`config.mk`:
```
export PLATFORM = sky130hd
export DESIGN_NAME = sacts_fifo
export DESIGN_NICKNAME = d
export VERILOG_FILES = /design/src/design/set_assoc_cache_tag_store_core_assert.svh /design/src/design/sacts_pkg.sv /design/src/design/sacts_fifo.sv
export SDC_FILE = /design/constraint.sdc
export NUM_CORES = 1
export LEC_CHECK = 0
export BUFFER_PORTS_ARGS = -buffer_cell sky130_fd_sc_hd__buf_2
export CORE_AREA = 2 2 99 140
export DETAILED_ROUTE_END_ITERATION = 16
export DIE_AREA = 0 0 101 142
export PLACE_DENSITY = 0.75
export RECOVER_POWER = 25
export SYNTH_ARGS = -nofsm -noshare
export SYNTH_HDL_FRONTEND = slang
export SYNTH_SLANG_ARGS = --single-unit
```
`constraint.sdc`:
```
create_clock -name clk -period 8.04 [get_ports clk]
set_input_delay 0.402 -clock clk [delete_from_list [all_inputs] [get_ports clk]]
set_output_delay 0.402 -clock clk [all_outputs]
set_load 0.01 [all_outputs]
```
`src/design/set_assoc_cache_tag_store_core_assert.svh`:
```
// Assertion helpers used by the tag store back end.
`ifndef SET_ASSOC_CACHE_TAG_STORE_CORE_ASSERT_SVH
`define SET_ASSOC_CACHE_TAG_STORE_CORE_ASSERT_SVH

// Same-cycle implication, sampled on clk, off while in reset.
`define SACTS_ASSERT_NOW(lbl, ante, cons, msg) \
	lbl: assert property (@(posedge clk) disable iff (!arst_n) (ante) |-> (cons)) \
		else $error(msg);

// Next-cycle implication, sampled on clk, off while in reset.
`define SACTS_ASSERT_NEXT(lbl, ante, cons, msg) \
	lbl: assert property (@(posedge clk) disable iff (!arst_n) (ante) |=> (cons)) \
		else $error(msg);

`endif

```
`src/design/sacts_pkg.sv`:
```
`default_nettype none
package sacts_pkg;
	localparam int DEF_SETS           = 256;
	localparam int DEF_WAYS           = 8;
	localparam int DEF_LINE_ADDR_BITS = 40;
	localparam int TAG_W              = 32;
	localparam int STAMP_W            = 32;
	localparam int SET_MAX_W          = 16;
	localparam int QUOTA_W            = 4;
	localparam int OUT_DATA_W         = 40;

	localparam logic CMD_LOOKUP  = 1'b0;
	localparam logic CMD_INSTALL = 1'b1;

	localparam logic REG_POLICY = 1'b0;
	localparam logic REG_QUOTA  = 1'b1;

	localparam logic POLICY_LRU  = 1'b0;
	localparam logic POLICY_PART = 1'b1;

	typedef struct packed {
		logic                 cmd;
		logic                 wr_flag;
		logic                 core_id;
		logic [TAG_W-1:0]     tag;
		logic [SET_MAX_W-1:0] set;
		logic [STAMP_W-1:0]   now;
	} req_t;

	typedef struct packed {
		logic               valid;
		logic               dirty;
		logic               owner;
		logic [TAG_W-1:0]   tag;
		logic [STAMP_W-1:0] stamp;
	} line_t;

	typedef struct packed {
		logic               policy;
		logic [QUOTA_W-1:0] quota;
	} cfg_t;

	typedef struct packed {
		logic             evicted_core;
		logic [TAG_W-1:0] evicted_tag;
		logic             evicted_dirty;
		logic             evicted_valid;
		logic [2:0]       victim_way;
		logic             hit;
	} res_t;
endpackage
`default_nettype wire

```
`src/design/sacts_fifo.sv`:
```
`default_nettype none
module sacts_fifo
	import sacts_pkg::*;
(
	input  wire logic clk,
	input  wire logic arst_n,
	input  wire logic push,
	input  req_t      push_req,
	input  wire logic pop,
	output logic      empty,
	output logic      full,
	output req_t      head
);
	req_t       ent_q [2];
	logic       wr_ptr_q;
	logic       rd_ptr_q;
	logic [1:0] cnt_q;

	assign empty = (cnt_q == 2'd0);
	assign full  = (cnt_q == 2'd2);
	assign head  = ent_q[rd_ptr_q];

	always_ff @(posedge clk or negedge arst_n) begin
		if (!arst_n) begin
			wr_ptr_q <= 1'b0;
			rd_ptr_q <= 1'b0;
			cnt_q    <= 2'd0;
		end else begin
			if (push) wr_ptr_q <= !wr_ptr_q;
			if (pop) rd_ptr_q <= !rd_ptr_q;
			if (push && !pop) cnt_q <= cnt_q + 2'd1;
			else if (pop && !push) cnt_q <= cnt_q - 2'd1;
		end
	end

	always_ff @(posedge clk) begin
		if (push) ent_q[wr_ptr_q] <= push_req;
	end
endmodule
`default_nettype wire

```
==> flow_summary.yaml <==
critical_path:
  slowest_delay_ps: 820
  critPathMaxFanout: 47
  crit_path_cell_trace: "buf_4 -> mux2_2 -> buf_2"
  crit_slowest_cell: "dfrtp_4"
  critPathKind: "reg -> out"
  reg2regPathDepth: 1
  r2r-start: "wr_ptr_q"
  critPathArrivalTime_ps: 2610
  crit_buf_inv: 2
  rrSetupSlack_ps: 6240
  worstPathRequired_ps: 7640
  r2r-end: "ent_q[1][48]"
  cpLargestDelayFamily: "buffers and inverters"
  endpoint_kind: "output pin"
  cp-start-kind: "flip-flop"
clocking:
  cts_buffers: 17
  clk_pin_slew_ps: 60
  root_buffer: "clkbuf_16"
  clockBufferDepth: 2
  post-cts-setup-buffers: 0
  h-tree-depth: 4
  cts_sinks: 170
  cts_tree: "yes"
  clock_latency_ps: 410
pwr:
  combPwrFrac_pct: 27.3
  switching_power_mw: 0.791
  swShare_pct: 27.2
  p_leak_nw: 3.18
  pwr_density_cell_mw_per_mm2: 363
  sequentialPowerShare_pct: 43.6
  ir_worst_vdd_mv: 0.240
  clockPowerShare_pct: 29.1
  internal_power_mw: 2.12
floorplan:
  start_util_pct: 48.9
  io_pins: 172
  die_area_mm2: 0.0143
  fp.dieW_um: 101
  rows: 50
  die_y_um: 142
  core-area_mm2: 0.0131
global_routing:
  grt_pass1_vias: 3282
  overflow: 0
  grt.total_usage_pct: 15.0
  grt_pass1_wl_um: 15900
  grt_max_degree: 84
  antenna_found_initial: 1
synth:
  ys_seq_area_share_pct: 79.2
  synth_cell_type_count: 13
  synth_fp_nets: 362
  synth_area_leaders: "edfxtp_1, mux2_4, mux2_2, dfrtp_1, buf_6"
  syn_area_mm2: 0.00642
  syn_area_per_cell_um2: 23.4
  ys_ff_latch: 170
  synth_top_cell_by_area: "edfxtp_1"
  syn_inst: 274
  ys.warnings.count: 0
  synth.top_cell.area_share_pct: 77.6
placed_design:
  place_ws_ps: 5410
  gp_congestion: 0.709
  io_buffer_count: 171
  dp_hpwl_um: 6960
detailed_routing:
  ant_nets: 0
  wire_per_inst_um: 17.1
  first_iter_violations: 138
  avgViaCountPerCell: 4.96
  drt_pass1_iterations: 4
  post-route-drc-count: 0
  routed_wl_um: 10700
  vias: 3112
timing:
  timing.final.ws_setup_ps: 5030
  clock_skew_ps: 6.98
  setup_viol: 0
  rsz0062_at_grt: "no"
  max_freq_ghz: 0.332
  setup_tns_ps: 0
  slew_violations: 0
  slew_headroom_pct: 23.2
  period_share_pct: 37.4
  finalHoldViolations: 0
  min_period_ps: 3010
  tightest_slew_ps: 1150
status:
  status: "finished clean"
cells_and_area:
  fin_nets: 546
  drive_gt1_share_pct: 58.2
  area_delta_synth_final_pct: 25.0
  final_cell_mix: "edfxtp_1, buf_2, mux2_4"
  diodes: 0
  layout.cells.most_common: "edfxtp_1"
min_path:
  worstHoldStart: "push_req[22]"
  min_path_type: "in -> reg"
  hold_depth: 1
  whs_endpoint: "ent_q[1][22]"
run:
  maxCapViolations: 0
## flip-flops by register name, summed over array words and instances (netlist names)
name      flops
cnt_q         2
ent_q       166
rd_ptr_q      1
wr_ptr_q      1
## area by class of cell
cell class / count / area, um^2
Clock buffer: 17 / 425
Clock inverter: 15 / 198
Fill cell: 980 / 5110
Inverter: 1 / 3.75
Multi-Input combinational cell: 94 / 1250
Sequential cell: 170 / 5090
Tap cell: 156 / 195
Timing Repair Buffer: 174 / 863
## cells in the mapped netlist
cell type    n
mux2_4      60
xnor2_1      1
mux2_2      23
xor2_1       4
ha_1         1
nor2b_1      2
edfxtp_1   166
buf_2        2
inv_1        1
and2_1       1
dfrtp_1      4
buf_6        7
nor2_1       2
## routing by layer
layer  GRT usage [%]  wire length, um
met1            15.3             4020
met2            27.1             5900
met3            5.21              535
met4            6.83              266
met5               0               13
## cells by family after synthesis
| logic type | share of synthesized area [%] |
|---|---|
| XOR/XNOR | 0.682 |
| flip-flops | 79.2 |
| adder cells (fa/ha/maj) | 0.195 |
| multiplexers | 18.1 |
| AND/OR/NAND/NOR | 0.409 |
| buffers and inverters | 1.44 |
## worst max path at each step
stage | start | end | slack [ps] | depth (start not counted)
4_1_cts | rd_ptr_q | head[77] | 4960 | 3
3_3_place_gp | rd_ptr_q | head[76] | 5460 | 3
3_5_place_dp | rd_ptr_q | head[77] | 5410 | 3
5_1_grt | rd_ptr_q | head[77] | 4890 | 3
6_report | rd_ptr_q | head[77] | 5030 | 3
2_1_floorplan | wr_ptr_q | ent_q[0][0] | 3420 | 1
## what timing repair did
| item | 4_1_cts | 5_1_grt |
|---|---|---|
| endpoints found under the hold margin | 4 | 0 |
| hold buffers | 1 | 0 |
| resized for setup | 0 | 0 |
## power groups by stage
stage	combinational [mW]	clock, mW	sequential, mW
after floorplan	0.609	0	1.25
after global placement	0.801	0	1.28
after detailed placement	0.811	0	1.29
after CTS	0.814	0.865	1.27
after global routing	0.855	0.897	1.29
final	0.795	0.846	1.27
## stage by stage
step / hold WS [ps] / total power [mW] / cells / instance area, um^2 / util (%)
floorplan: 106 / 1.85 / 274 / 6420 / -
global placement: 215 / 2.08 / 594 / 7410 / 56.4
detailed placement: 215 / 2.10 / 594 / 7410 / 56.4
CTS: 161 / 2.95 / 627 / 8040 / 61.2
global route: 156 / 3.04 / 627 / 8030 / 61.1
finish: 182 / 2.91 / 627 / 8030 / 61.1
Power figures use the tool's default switching activity.
